File: config.mk
export PLATFORM = sky130hd
export DESIGN_NAME = ebml_element_header_encoder
export DESIGN_NICKNAME = d
export VERILOG_FILES = /design/src/rtl/ehe_pkg.sv /design/src/rtl/ehe_front.sv /design/src/rtl/ehe_queue.sv /design/src/rtl/ehe_back.sv /design/src/rtl/ebml_element_header_encoder.sv
export SDC_FILE = /design/constraint.sdc
export NUM_CORES = 1
export LEC_CHECK = 0
export ABC_AREA = 1
export BUFFER_PORTS_ARGS = -buffer_cell sky130_fd_sc_hd__buf_4
export CORE_ASPECT_RATIO = 2
export CORE_MARGIN = 2
export CORE_UTILIZATION = 35
export DETAILED_ROUTE_END_ITERATION = 10
export HOLD_SLACK_MARGIN = 0.15
export SLEW_MARGIN = 20
export SYNTH_ARGS = -nofsm -noshare
export SYNTH_HDL_FRONTEND = slang
export SYNTH_SLANG_ARGS = --single-unit
File: constraint.sdc
create_clock -name clk -period 6.68 [get_ports clk]
set_input_delay 1.002 -clock clk [delete_from_list [all_inputs] [get_ports clk]]
set_output_delay 1.002 -clock clk [all_outputs]
set_load 0.01 [all_outputs]
File: src/rtl/ehe_pkg.sv
// ----------------------------------------------------------------------------
// ehe_pkg
// Shared types, codes and helpers for the EBML element header encoder.
// ----------------------------------------------------------------------------
package ehe_pkg;

  // Item function codes
  typedef enum logic [1:0] {
    FUNC_UINT    = 2'd0,  // class ID, length byte, unsigned value
    FUNC_HDR     = 2'd1,  // class ID, vint payload length
    FUNC_UNKNOWN = 2'd2,  // class ID, unknown-size marker
    FUNC_NONE    = 2'd3   // no output
  } ehe_func_t;

  localparam logic [63:0] EHE_VINT_MAX     = 64'h00FF_FFFF_FFFF_FFFE;
  localparam logic [63:0] EHE_UNKNOWN_SIZE = 64'h01FF_FFFF_FFFF_FFFF;
  localparam logic [7:0]  EHE_LEN_MARK     = 8'h80;
  localparam logic [3:0]  EHE_MAX_BYTES    = 4'd8;

  // Depth of the queue between front and back (power of two)
  localparam int EHE_QDEPTH = 2;

  // One work item for the serializer
  typedef struct packed {
    logic        err;       // single error beat
    logic [31:0] id;
    logic [2:0]  id_len;    // 0..4, 0 for an error beat
    logic        pre_en;    // length byte present
    logic [7:0]  pre_byte;
    logic [63:0] body;
    logic [3:0]  body_len;  // 0..8
  } ehe_desc_t;

  // Minimal byte count of a 64-bit value, 1..8
  function automatic logic [3:0] min_bytes64(input logic [63:0] v);
    logic [3:0] n;
    n = 4'd1;
    for (int i = 1; i < 8; i++) begin
      if (|(v >> (8 * i))) n = 4'(i + 1);
    end
    return n;
  endfunction

  // Minimal byte count of a 32-bit value, 1..4
  function automatic logic [2:0] min_bytes32(input logic [31:0] v);
    logic [2:0] n;
    n = 3'd1;
    for (int i = 1; i < 4; i++) begin
      if (|(v >> (8 * i))) n = 3'(i + 1);
    end
    return n;
  endfunction

  // Vint byte count: smallest L with v <= 2^(7L) - 2, capped at 8
  function automatic logic [3:0] vint_len(input logic [63:0] v);
    logic [3:0] n;
    n = 4'd1;
    for (int i = 1; i < 8; i++) begin
      if (v > ((64'd1 << (7 * i)) - 64'd2)) n = 4'(i + 1);
    end
    return n;
  endfunction

endpackage

File: src/rtl/ehe_front.sv
// ----------------------------------------------------------------------------
// ehe_front
// Classifies an input item into a serializer descriptor.
// ----------------------------------------------------------------------------
module ehe_front (
  input  logic [1:0]         func_i,
  input  logic [31:0]        class_id_i,
  input  logic [63:0]        value_i,
  input  logic [3:0]         value_len_i,
  output logic               push_o,
  output ehe_pkg::ehe_desc_t desc_o
);

  ehe_pkg::ehe_func_t func;
  logic [3:0]         n_uint;
  logic [3:0]         n_vint;
  logic [5:0]         mark_sh;

  assign func    = ehe_pkg::ehe_func_t'(func_i);
  assign n_vint  = ehe_pkg::vint_len(value_i);
  assign mark_sh = 6'(n_vint) * 6'd7;

  always_comb begin
    if (value_len_i == 4'd0) begin
      n_uint = ehe_pkg::min_bytes64(value_i);
    end else if (value_len_i > ehe_pkg::EHE_MAX_BYTES) begin
      n_uint = ehe_pkg::EHE_MAX_BYTES;
    end else begin
      n_uint = value_len_i;
    end
  end

  always_comb begin
    push_o          = 1'b1;
    desc_o.err      = 1'b0;
    desc_o.id       = class_id_i;
    desc_o.id_len   = ehe_pkg::min_bytes32(class_id_i);
    desc_o.pre_en   = 1'b0;
    desc_o.pre_byte = ehe_pkg::EHE_LEN_MARK | {4'h0, n_uint};
    desc_o.body     = value_i;
    desc_o.body_len = n_uint;
    case (func)
      ehe_pkg::FUNC_UINT: begin
        desc_o.pre_en = 1'b1;
      end
      ehe_pkg::FUNC_HDR: begin
        if (value_i > ehe_pkg::EHE_VINT_MAX) begin
          desc_o.err      = 1'b1;
          desc_o.id_len   = 3'd0;
          desc_o.body_len = 4'd0;
        end else begin
          desc_o.body     = value_i | (64'd1 << mark_sh);
          desc_o.body_len = n_vint;
        end
      end
      ehe_pkg::FUNC_UNKNOWN: begin
        desc_o.body     = ehe_pkg::EHE_UNKNOWN_SIZE;
        desc_o.body_len = ehe_pkg::EHE_MAX_BYTES;
      end
      default: begin
        push_o = 1'b0;
      end
    endcase
  end

endmodule

File: src/rtl/ehe_queue.sv
// ----------------------------------------------------------------------------
// ehe_queue
// Short descriptor queue decoupling front and back.
// ----------------------------------------------------------------------------
module ehe_queue (
  input  logic               clk,
  input  logic               rst_n,
  input  logic               push_i,
  input  ehe_pkg::ehe_desc_t wdata_i,
  input  logic               pop_i,
  output ehe_pkg::ehe_desc_t rdata_o,
  output logic               full_o,
  output logic               empty_o
);

  localparam int PW = (ehe_pkg::EHE_QDEPTH > 1) ? $clog2(ehe_pkg::EHE_QDEPTH) : 1;
  localparam int CW = $clog2(ehe_pkg::EHE_QDEPTH + 1);

  ehe_pkg::ehe_desc_t mem_r [ehe_pkg::EHE_QDEPTH];
  logic [PW-1:0] wr_ptr_r, wr_ptr_nxt;
  logic [PW-1:0] rd_ptr_r, rd_ptr_nxt;
  logic [CW-1:0] cnt_r, cnt_nxt;
  logic          do_push, do_pop;

  assign full_o  = (cnt_r == CW'(ehe_pkg::EHE_QDEPTH));
  assign empty_o = (cnt_r == '0);
  assign rdata_o = mem_r[rd_ptr_r];
  assign do_push = push_i && !full_o;
  assign do_pop  = pop_i && !empty_o;

  always_comb begin
    wr_ptr_nxt = do_push ? wr_ptr_r + PW'(1) : wr_ptr_r;
    rd_ptr_nxt = do_pop  ? rd_ptr_r + PW'(1) : rd_ptr_r;
    cnt_nxt    = cnt_r + CW'(do_push) - CW'(do_pop);
  end

  always_ff @(posedge clk) begin
    if (!rst_n) begin
      wr_ptr_r <= '0;
      rd_ptr_r <= '0;
      cnt_r    <= '0;
    end else begin
      wr_ptr_r <= wr_ptr_nxt;
      rd_ptr_r <= rd_ptr_nxt;
      cnt_r    <= cnt_nxt;
    end
  end

  always_ff @(posedge clk) begin
    if (do_push) begin
      mem_r[wr_ptr_r] <= wdata_i;
    end
  end

endmodule

File: src/rtl/ehe_back.sv
// ----------------------------------------------------------------------------
// ehe_back
// Serializer: descriptor into output register, one byte per cycle unless held.
// ----------------------------------------------------------------------------
module ehe_back (
  input  logic               clk,
  input  logic               rst_n,
  input  logic               q_empty_i,
  input  ehe_pkg::ehe_desc_t q_desc_i,
  output logic               q_pop_o,
  output logic               busy_o,
  output logic               out_empty_o,
  input  logic               out_pop_i,
  output logic [7:0]         out_byte_o,
  output logic               out_last_o,
  output logic               out_error_o
);

  logic       busy_r, busy_nxt;
  logic       ovalid_r, ovalid_nxt;
  logic [7:0] obyte_r;
  logic       olast_r, oerr_r;

  logic [31:0] id_r;
  logic [2:0]  id_cnt_r, id_cnt_nxt;
  logic        pre_r, pre_nxt;
  logic [7:0]  pre_byte_r;
  logic [63:0] body_r;
  logic [3:0]  body_cnt_r, body_cnt_nxt;
  logic        err_r;

  logic        out_ready, step, load;
  logic [1:0]  id_idx;
  logic [2:0]  body_idx;
  logic [7:0]  emit_byte;
  logic        emit_last;

  assign out_ready = !ovalid_r || out_pop_i;
  assign step      = busy_r && out_ready;
  assign id_idx    = 2'(id_cnt_r - 3'd1);
  assign body_idx  = 3'(body_cnt_r - 4'd1);

  // Current beat
  always_comb begin
    emit_byte    = 8'h00;
    emit_last    = 1'b1;
    id_cnt_nxt   = id_cnt_r;
    pre_nxt      = pre_r;
    body_cnt_nxt = body_cnt_r;
    if (err_r) begin
      emit_byte = 8'h00;
      emit_last = 1'b1;
    end else if (id_cnt_r != 3'd0) begin
      emit_byte  = id_r[{id_idx, 3'b000} +: 8];
      emit_last  = (id_cnt_r == 3'd1) && !pre_r && (body_cnt_r == 4'd0);
      id_cnt_nxt = id_cnt_r - 3'd1;
    end else if (pre_r) begin
      emit_byte = pre_byte_r;
      emit_last = (body_cnt_r == 4'd0);
      pre_nxt   = 1'b0;
    end else begin
      emit_byte    = body_r[{body_idx, 3'b000} +: 8];
      emit_last    = (body_cnt_r <= 4'd1);
      body_cnt_nxt = body_cnt_r - 4'd1;
    end
  end

  // Fetch a new descriptor when idle, or as the current one finishes
  always_comb begin
    load     = !q_empty_i && (!busy_r || (step && emit_last));
    busy_nxt = busy_r;
    if (load) begin
      busy_nxt = 1'b1;
    end else if (step && emit_last) begin
      busy_nxt = 1'b0;
    end
    if (step) begin
      ovalid_nxt = 1'b1;
    end else if (out_pop_i) begin
      ovalid_nxt = 1'b0;
    end else begin
      ovalid_nxt = ovalid_r;
    end
  end

  assign q_pop_o = load;

  always_ff @(posedge clk) begin
    if (!rst_n) begin
      busy_r   <= 1'b0;
      ovalid_r <= 1'b0;
    end else begin
      busy_r   <= busy_nxt;
      ovalid_r <= ovalid_nxt;
    end
  end

  always_ff @(posedge clk) begin
    if (step) begin
      obyte_r <= emit_byte;
      olast_r <= emit_last;
      oerr_r  <= err_r;
    end
    if (load) begin
      id_r       <= q_desc_i.id;
      id_cnt_r   <= q_desc_i.id_len;
      pre_r      <= q_desc_i.pre_en;
      pre_byte_r <= q_desc_i.pre_byte;
      body_r     <= q_desc_i.body;
      body_cnt_r <= q_desc_i.body_len;
      err_r      <= q_desc_i.err;
    end else if (step) begin
      id_cnt_r   <= id_cnt_nxt;
      pre_r      <= pre_nxt;
      body_cnt_r <= body_cnt_nxt;
    end
  end

  assign busy_o      = busy_r;
  assign out_empty_o = !ovalid_r;
  assign out_byte_o  = obyte_r;
  assign out_last_o  = olast_r;
  assign out_error_o = oerr_r;

endmodule

File: src/rtl/ebml_element_header_encoder.sv
// ----------------------------------------------------------------------------
// ebml_element_header_encoder
// Turns one element request into its EBML header byte run, MSB first.
// ----------------------------------------------------------------------------
//
//  channel  ports                                    beat
//  -------  ---------------------------------------  -------------------------
//  input    push/full, in_func, in_class_id,         one element request
//           in_value, in_value_len
//  result   empty/pop, out_byte, out_last,           one byte of the run
//           out_error
//
// The output register delivers one byte per cycle while pop drains it, and a
// request yields 1 to 13 bytes (error: 1; func 0: id 1-4 + 1 + 1-8 bytes).
// Requests enter every cycle until the two-deep descriptor queue fills.
// From idle, a request is queued, then loaded, then its first byte registered.
// Reset (rst_n low, synchronous) empties the queue and the output register.
// A held result (pop low) stalls the serializer only; the front keeps
// accepting into the queue.
//
module ebml_element_header_encoder (
  input  logic        clk,
  input  logic        rst_n,
  input  logic        push,
  output logic        full,
  input  logic [1:0]  in_func,
  input  logic [31:0] in_class_id,
  input  logic [63:0] in_value,
  input  logic [3:0]  in_value_len,
  output logic        empty,
  input  logic        pop,
  output logic [7:0]  out_byte,
  output logic        out_last,
  output logic        out_error
);

  ehe_pkg::ehe_desc_t front_desc;
  ehe_pkg::ehe_desc_t q_desc;
  logic               front_push;
  logic               q_push;
  logic               q_pop;
  logic               q_empty;
  logic               back_busy;

  // Front: combinational classification of the request
  ehe_front u_front (
    .func_i      (in_func),
    .class_id_i  (in_class_id),
    .value_i     (in_value),
    .value_len_i (in_value_len),
    .push_o      (front_push),
    .desc_o      (front_desc)
  );

  // func 3 is accepted but leaves no descriptor
  assign q_push = push && !full && front_push;

  ehe_queue u_queue (
    .clk     (clk),
    .rst_n   (rst_n),
    .push_i  (q_push),
    .wdata_i (front_desc),
    .pop_i   (q_pop),
    .rdata_o (q_desc),
    .full_o  (full),
    .empty_o (q_empty)
  );

  // Back: byte serializer with output register
  ehe_back u_back (
    .clk         (clk),
    .rst_n       (rst_n),
    .q_empty_i   (q_empty),
    .q_desc_i    (q_desc),
    .q_pop_o     (q_pop),
    .busy_o      (back_busy),
    .out_empty_o (empty),
    .out_pop_i   (pop),
    .out_byte_o  (out_byte),
    .out_last_o  (out_last),
    .out_error_o (out_error)
  );

  // An error beat is a lone zero byte closing its run
  a_err_beat: assert property (@(posedge clk) disable iff (!rst_n)
    (!empty && out_error) |-> (out_last && out_byte == 8'h00))
    else $error("error beat without last or with nonzero byte");

  // An accepted unknown-size request is held in the queue the cycle after it is taken
  a_push_lands: assert property (@(posedge clk) disable iff (!rst_n)
    (push && !full && (in_func == ehe_pkg::FUNC_UNKNOWN)) |=> !q_empty)
    else $error("accepted request missing from queue");

  // Nothing queued, nothing running, nothing shown: no beat may appear
  a_no_phantom: assert property (@(posedge clk) disable iff (!rst_n)
    (!back_busy && q_empty && empty) |=> empty)
    else $error("result beat with no work pending");

endmodule
== Word level (Yosys, flattened, before mapping) ==
Memory sizes are Yosys's and may differ from the RTL's. A register that Yosys moved wholly into a read port is not among the register bits.
Cells that the tools add are included.

* Bits in registers: 129
* RAM bits: 218
* Output and inout bits: 12
* Memories: 1

* Add/subtract/negate cells: 6
* $mul: 1
* Order comparisons: 10
* Eq/ne operators: 7
* Shifts and indexed selects: 3
* Multiplexer cells: 54
* Bitwise operators: 1
* Reduce and logical (&&, ||, !) cells: 39

{| class="wikitable"
|+ Memories
! memory !! words !! width !! rd ports !! clocked after Yosys merged registers in !! write ports !! line !! text
|-
| u_queue.mem_r || 2 || 109 || 1 || 1 || 1 || ehe_queue.sv:19 || <nowiki>ehe_pkg::ehe_desc_t mem_r [ehe_pkg::EHE_QDEPTH];</nowiki>
|}

{| class="wikitable"
|+ Operators with widths
! operator !! number
|-
| 68-bit one-hot mux with 2 select lines || 1
|-
| 4-bit 2-to-1 mux || 20
|-
| 64-bit by 14-bit greater-than comparator with 1-bit output (second input constant) || 1
|-
| 64-bit by 21-bit greater-than comparator with 1-bit output (second input constant) || 1
|-
| 64-bit by 28-bit greater-than comparator with 1-bit output (second input constant) || 1
|-
| 64-bit by 35-bit greater-than comparator with 1-bit output (second input constant) || 1
|-
| 64-bit by 42-bit greater-than comparator with 1-bit output (second input constant) || 1
|-
| 64-bit by 49-bit greater-than comparator with 1-bit output (second input constant) || 1
|-
| 64-bit by 56-bit greater-than comparator with 1-bit output (second input constant) || 1
|-
| 64-bit by 7-bit greater-than comparator with 1-bit output (second input constant) || 1
|-
| 64-bit 2-to-1 mux || 1
|-
| 64-bit bitwise OR || 1
|-
| 64-bit by 7-bit indexed part select with 8-bit output || 1
|-
| 1-bit by 6-bit left shift with 64-bit output (first input constant) || 1
|-
| 56-bit OR reduction || 1
|-
| 24-bit OR reduction || 2
|-
| 48-bit OR reduction || 1
|-
| 40-bit OR reduction || 1
|-
| 16-bit OR reduction || 2
|-
| 32-bit OR reduction || 1
|-
| 32-bit by 6-bit indexed part select with 8-bit output || 1
|-
| 3-bit 2-to-1 mux || 7
|-
| 1-bit 2-to-1 mux || 19
|-
| 8-bit 2-to-1 mux || 2
|-
| 24 further kinds || 51
|}

== Longest topological paths before layout ==
Gate-level depths: netlist of run 1.

* Depth after elaboration: 13
* Gate-level depth with buffers: 27

== Cells and area by module ==
Synthesis of run 1 repeated with hierarchy kept, for this count alone.

* Cells, all modules: 1548
* Area, all modules: 17613.1 sq um

{| class="wikitable"
|+ Modules (own cells, without submodules)
! module !! instances !! cells each !! area an instance (sq um)
|-
| ehe_queue || 1 || 390 || 8694.6
|-
| ehe_back || 1 || 366 || 5042.3
|-
| ehe_front || 1 || 790 || 3866.2
|-
| ebml_element_header_encoder || 1 || 2 || 10.0
|}

== Worst setup path after synthesis of run 1 ==
OpenSTA, ideal clock, no wires.

* Path kind: in2reg
* Start: input port in_func[0]
* End: memory u_queue.mem_r[1][0] in the netlist's numbering (enable)
* Setup time: 0.579 ns
* Arrival: 6.093 ns
* Data required time: 6.101 ns
* Setup slack: 0.008 ns
* Stages on the path: 4
* Buffers on the path: 0
* Path through: ha_1 nor3_1 inv_1 nor2_1

* Longest elaborated chain between the ends: 7

{| class="wikitable"
|+ RTL lines
! element !! line !! text
|-
| from (decl) || ebml_element_header_encoder.sv:26 || <nowiki>input logic [1:0] in_func,</nowiki>
|-
| 2-bit == test, or another cell as far along || ehe_front.sv:42 || <nowiki>case (func)</nowiki>
|-
| 3-bit OR reduction (no line) (*) || -- ||
|-
| 1-bit 2-to-1 mux (*) || ehe_front.sv:42 ||
|-
| 1-bit logical AND (*) || ebml_element_header_encoder.sv:56 || <nowiki>assign q_push = push && !full && front_push;</nowiki>
|-
| 1-bit logical AND (*) || ehe_queue.sv:28 || <nowiki>assign do_push = push_i && !full_o;</nowiki>
|-
| named net u_queue.do_push || ehe_queue.sv:23 || <nowiki>logic do_push, do_pop;</nowiki>
|-
| 1-bit 2-to-1 mux (*) || ehe_queue.sv:50 || <nowiki>if (do_push) begin</nowiki>
|-
| 1-bit 2-to-1 mux (implied by the code) (*) || ehe_queue.sv:51 || <nowiki>mem_r[wr_ptr_r] <= wdata_i;</nowiki>
|-
| to (decl) || ehe_queue.sv:19 ||
|}

Mark *: on every way through the listed nets, which the timed path passes. The rest lies on a longest branch.

==> results of run 1 <==
-- synth_stat cells, types with 4 or more instances --
cell type / count / area share
o21ai_0: 58 / 0.018
clkbuf_1: 45 / 0.010
nor3_1: 13 / 0.0040
buf_6: 5 / 0.0035
nand4_1: 22 / 0.0085
nand2_2: 10 / 0.0039
nand3_1: 53 / 0.016
nor2_2: 17 / 0.0066
buf_1: 5 / 0.0012
ha_1: 21 / 0.016
o31ai_1: 4 / 0.0019
buf_2: 7 / 0.0022
o32ai_1: 8 / 0.0043
a21oi_1: 82 / 0.025
o211ai_1: 5 / 0.0023
o22ai_1: 4 / 0.0015
o21ai_1: 14 / 0.0043
inv_2: 4 / 0.00093
inv_1: 117 / 0.027
edfxtp_1: 337 / 0.62
nand2_1: 604 / 0.14
dfxtp_1: 7 / 0.0087
o221ai_1: 11 / 0.0059
nor4_1: 9 / 0.0035
nor2_1: 180 / 0.042
-- where the power goes --
part	leakage (uW)	switching, uW	internal, uW
registers	0.00323	244	3120
logic	0.00361	1330	503
clock network	0.000469	751	969
total	0.00732	2320	4600
-- worst max path at each step --
stage | slack, ns | endpoint | startpoint
final | 1.28 | u_queue.mem_r[1][34] | in_value[61]
after global routing | 0.99 | u_queue.mem_r[0][7] | in_value[61]
after CTS | 1.32 | u_queue.mem_r[0][50] | in_value[61]
after detailed placement | 0.72 | u_queue.mem_r[1][40] | in_value[61]
after global placement | 0.78 | u_queue.mem_r[0][50] | in_value[61]
after floorplan | 0.008 | u_queue.mem_r[1][0] | in_func[0]
-- logic make-up (layout without fill, tap and decap cells) --
kind of cell / count (synthesis) / count (layout) / share of synthesized area
DFF: 344 / 344 / 0.6334
xor gates and xnor gates: 6 / 6 / 0.003245
adders and majority gates: 23 / 23 / 0.01869
muxes: 1 / 1 / 0.0006179
AOI/OAI and AO/OA: 193 / 193 / 0.06689
buffers and inverters: 187 / 302 / 0.04688
and+or+nand+nor: 918 / 918 / 0.2303
-- sequential cells by signal, summed over array words and instances, names as in the netlist, named ones only --
register / cells
u_queue.mem_r: 218
u_back.body_r: 64
u_back.id_r: 32
u_back.out_byte_o: 8
u_back.body_cnt_r: 4
u_back.pre_byte_r: 4
u_back.id_cnt_r: 3
u_queue.cnt_r: 2
u_back.busy_o: 1
u_back.err_r: 1
u_back.out_error_o: 1
u_back.out_last_o: 1
u_back.ovalid_r: 1
u_back.pre_r: 1
u_queue.rd_ptr_r: 1
u_queue.wr_ptr_r: 1
-- worst reg2reg max path, stage by stage (launching register included) --
cell and delay [ns]:
edfxtp_1 0.78, clkinv_1 0.71, ha_1 0.45, ha_1 0.28
inv_2 0.23, nor2_2 0.14, a22oi_1 0.20, o21ai_1 0.11
nand2_1 0.08, nand2_1 0.07, nand2_2 0.30, inv_4 0.37
ha_1 0.44, inv_1 0.04, ha_1 0.18, xor2_1 0.15
o21ai_0 0.15, a21oi_1 0.06
-- metal layers --
metal  vias to the layer above  GRT usage
met5                         -          0
met4                         0     0.1425
met3                       144    0.01967
li1                       5799          -
met2                       452     0.4129
met1                      5888     0.2077
-- stage by stage --
stage	utilization	area, um^2	instances
detailed placement	0.3843	17610	2301
CTS	0.4051	18570	2352
global placement	0.3843	17610	2301
floorplan	-	16200	1672
finish	0.4051	18570	2352
global route	0.4051	18570	2352
-- layout make-up --
| cell class | instances | share of cell area |
|---|---|---|
| Sequential cell | 344 | 0.5528 |
| Multi-Input combinational cell | 1141 | 0.2798 |
| Tap cell | 565 | 0.03808 |
| Inverter | 124 | 0.02521 |
| Clock buffer | 32 | 0.03855 |
| Clock inverter | 19 | 0.01280 |
| Timing Repair Buffer | 127 | 0.05270 |
==> out/results.ini, run 1 <==
[synth]
syn_avg_cell_area_um2 = 9.689
synth_seq_area_share = 0.6334
syn-num-nets = 1801
synth_seq_cells = 344
synth_cells = 1672
yosysUniqueCellTypes = 41
ys_warn_count = 0
synth-edff-count = 337
synth_flop_cell = edfxtp_1
netlist_area_mm2 = 0.01620
async_flop_share = 0

[floorplan]
die_y_um = 308.3
dieArea_mm2 = 0.04813
rows = 111
top_level_ports = 118
start_util = 0.3535
core-area_mm2 = 0.04583
die_x_um = 156.1

[layout]
synthToLayoutAreaGrowth_pct = 14.61
post_route_cells_drive_above_1_share = 0.1198
layout_common_cells = nand2_1 (604), edfxtp_1 (337), nor2_1 (178)
seq_area_mm2 = 0.01026
nets = 1895
nFillCells = 4441
final_common_cell = nand2_1
multiInputGateArea_mm2 = 0.005195
diodes = 0

[worst_setup_path]
path_common_cell = nand2_1
arrival_ns = 5.81
crit_type = in2reg
start_kind = input pin
ff2ff_setup_slack_ns = 1.82
slowest_delay_ns = 0.53
critPathMaxFanout = 7
cp.depth = 25
r2r-start = u_back.id_cnt_r[0]
critPathTopFamily = simple AND/OR/NAND/NOR gates
slowest_stage = fa_1
rr_worst_depth = 17
critical_path_required_ns = 7.09
reg2reg_to = u_queue.cnt_r[1]
critical_path_buf_inv_count = 4
worstSetupEndpointType = flop

[grt]
grt_pass1_vias = 12236
grt-ovfl-total = 0
antenna_found_initial = 0
grt_pass1_wl_um = 74820
grt.total_usage = 0.2123
grt_max_degree = 86

[pwr]
p_leak_uw = 0.007316
power_per_cell_area_mw_per_mm2 = 372.5
p_total_uw = 6916
vdd_drop_max_uv = 207.8

[placed_design]
gp_congestion = 1.025
port_buffers = 117
dp_slack_ns = 0.7216
post-dp-hpwl_um = 38150

[timing]
skew_ns = 0.01562
period_minus_slack_ns = 5.398
final.period_utilization = 0.8081
fmax_mhz = 185.2
hold_ws_ns = 0.5018
rsz0062_at_grt = no
final.setup.tns_ns = 0
setup_ws_ns = 1.282
setup_viol = 0
tightest_slew_ns = 1.050
drv_slew = 0
slew_headroom = 0.2972
hold_viol_final = 0

[worst_hold_path]
hold_class = reg2reg
min_delay_path_depth = 1
worstHoldStart = u_queue.cnt_r[1]
min_to = u_queue.cnt_r[1]

[drt]
drt-met1-wl_um = 17060
met3WireLength_um = 2092
ant_nets = 0
drt-initial-drc-count = 1143
routed-wl-met2_um = 28450
avgRoutedWirePerCell_um = 21.93
firstDrtPassIters = 5
routed_wl_um = 51570
top_layer = met4
drcViolationCount = 0
via_per_inst = 5.222
num_vias = 12283

[clock_tree]
clkSinkCount = 344
root_buffer = clkbuf_16
cts_hold_buf = 0
clk_pin_slew_ns = 0.07
cts_buffers = 28
clk_path_buf_depth = 3
cts_resized = 0
cts_tree = yes
post-cts-setup-buffers = 0
clk_latency_ns = 0.56
cts_max_level = 1

[outcome]
status = completed

[flow_run]
timing.max_cap.violations = 0

(Power assumes the default switching activity.)
==> run 2, diff against run 1 <==
clock period = 5.4 ns   (was 6.68 ns; I/O delays follow)
==> out/results.ini, run 2 (synthesized netlist as in run 1, its figures left out) <==
[grt]
grt.total_usage = 0.2137  ; was 0.2123
antenna_found_initial = 1  ; was 0
grt-ovfl-total = 0  ; unchanged
grt_pass1_wl_um = 75290  ; was 74,820 um
grt_pass1_vias = 12406  ; was 12,236
grt_max_degree = 88  ; was 86

[clock_tree]
root_buffer = clkbuf_16  ; unchanged
post-cts-setup-buffers = 0  ; unchanged
clk_pin_slew_ns = 0.07  ; about the same
cts_max_level = 1  ; unchanged
cts_buffers = 27  ; was 28
clk_path_buf_depth = 3  ; unchanged
clk_latency_ns = 0.57  ; was 0.56 ns
cts_resized = 0  ; unchanged
cts_hold_buf = 0  ; unchanged
cts_tree = yes  ; unchanged
clkSinkCount = 344  ; unchanged

[worst_setup_path]
reg2reg_to = u_back.body_r[0]  ; was u_queue.cnt_r[1]
slowest_stage = fa_1  ; unchanged
rr_worst_depth = 12  ; was 17
ff2ff_setup_slack_ns = 1.32  ; was 1.82 ns
slowest_delay_ns = 0.60  ; was 0.53 ns
path_common_cell = nand2_1  ; unchanged
critPathMaxFanout = 11  ; was 7
crit_type = in2reg  ; unchanged
start_kind = input pin  ; unchanged
worstSetupEndpointType = flop  ; unchanged
cp-endpoint = u_queue.mem_r[1][32]  ; was u_queue.mem_r[1][34]
critPathLaunch = in_value[43]  ; was in_value[61]
arrival_ns = 5.42  ; was 5.81 ns
critical_path_required_ns = 5.80  ; was 7.09 ns
r2r-start = u_back.id_cnt_r[0]  ; unchanged

[drt]
ant_nets = 0  ; unchanged
num_vias = 12176  ; was 12,283
avgRoutedWirePerCell_um = 21.77  ; was 21.93 um
drt-initial-drc-count = 910  ; was 1,143
drcViolationCount = 0  ; unchanged
routed_wl_um = 51640  ; was 51,570 um
via_per_inst = 5.133  ; was 5.222
firstDrtPassIters = 5  ; unchanged

[timing]
final.period_utilization = 0.9295
drv_slew = 0  ; unchanged
period_minus_slack_ns = 5.019
rsz0062_at_grt = no  ; unchanged
hold_viol_final = 0  ; unchanged
slew_headroom = 0.3195  ; was 0.2972
tightest_slew_ns = 1.021  ; was 1.050 ns
skew_ns = 0.01881  ; was 0.01562 ns
setup_viol = 0  ; unchanged
fmax_mhz = 199.2
hold_ws_ns = 0.4251  ; was 0.5018 ns

[layout]
largest_register_ffs = 218  ; unchanged
reg.largest.list = u_queue.mem_r (218), u_back.body_r (64), u_back.id_r (32)  ; unchanged
final_util = 0.4078  ; was 0.4051
synthToLayoutAreaGrowth_pct = 15.36  ; was 14.61%
post_route_cells_drive_above_1_share = 0.1274  ; was 0.1198
top_register = u_queue.mem_r  ; unchanged
final_common_cell = nand2_1  ; unchanged
nFillCells = 4458  ; was 4,441
nets = 1917  ; was 1,895
layout_common_cells = nand2_1 (604), edfxtp_1 (337), nor2_1 (178)  ; unchanged

[worst_hold_path]
hold_class = in2reg  ; was reg2reg

[pwr]
power_per_cell_area_mw_per_mm2 = 451.0  ; was 372.5 mW/mm^2
p_leak_uw = 0.007397  ; was 0.007316 uW
p_total_uw = 8429  ; was 6916 uW
vdd_drop_max_uv = 268.5  ; was 207.8 uV

[floorplan]
start_util = 0.3535  ; unchanged
dieArea_mm2 = 0.04813  ; unchanged
rows = 111  ; unchanged
core-area_mm2 = 0.04583  ; unchanged
die_y_um = 308.3  ; unchanged
die_x_um = 156.1  ; unchanged
top_level_ports = 118  ; unchanged

[placed_design]
gp_congestion = 1.034  ; was 1.025
post-dp-hpwl_um = 38550  ; was 38,150 um
port_buffers = 117  ; unchanged

[flow_run]
timing.max_cap.violations = 0  ; unchanged

[outcome]
status = completed  ; unchanged

==> run 2: routing by layer <==
layer	vias to the layer above	share of wire	wire, um	global-route usage
li1	5847	-	-	-
met2	435	0.55	28360	0.4117
met3	141	0.039	2017	0.01616
met1	5753	0.33	16900	0.2075
met4	0	0.084	4356	0.1604
met5	-	0	0	0
==> run 2: how the worst min path moves through the flow <==
stage | from | endpoint | slack, ns | cells after the start
after floorplan | u_queue.cnt_r[1] | u_queue.cnt_r[1] | 0.44 | 1
after global placement | u_queue.cnt_r[1] | u_queue.cnt_r[1] | 0.46 | 1
after detailed placement | u_queue.cnt_r[1] | u_queue.cnt_r[1] | 0.46 | 1
after CTS | in_class_id[4] | u_queue.mem_r[0][80] | 0.40 | 1
after global routing | in_class_id[0] | u_queue.mem_r[1][76] | 0.40 | 1
final | in_class_id[0] | u_queue.mem_r[0][76] | 0.43 | 1
==> run 2: report_power, final <==
group	switching, uW	internal [uW]
Sequential	308	3860
Combinational	1590	636
Clock	914	1110
Total	2820	5610
==> run 2: area by class of cell <==
| class | instances | area [um^2] | share of cell area |
|---|---|---|---|
| Sequential cell | 344 | 10260 | 0.5492 |
| Multi-Input combinational cell | 1141 | 5195 | 0.2780 |
| Timing Repair Buffer | 150 | 1164 | 0.06227 |
| Tap cell | 565 | 706.9 | 0.03783 |
| Clock buffer | 31 | 690.7 | 0.03696 |
| Inverter | 124 | 469.2 | 0.02511 |
| Clock inverter | 16 | 196.4 | 0.01051 |
| Antenna cell | 1 | 2.502 | 0.0001339 |
==> run 2: stage by stage <==
step	cell area, um^2	TNS [ns]	std cells	setup slack (ns)
after floorplan	16200	0	1672	0.08404
after global placement	17800	-0.02236	2324	-0.01118
after detailed placement	17800	-0.09541	2324	-0.04771
after CTS	18690	0	2371	0.5256
after global routing	18690	0	2372	0.1255
final	18690	0	2372	0.3806
==> run 2: critical path: cells and delay by family <==
| kind | cells | cell delay, ns |
|---|---|---|
| simple gates | 18 | 2.54 |
| buf+inv | 5 | 0.62 |
| fa+ha+maj | 3 | 1.41 |
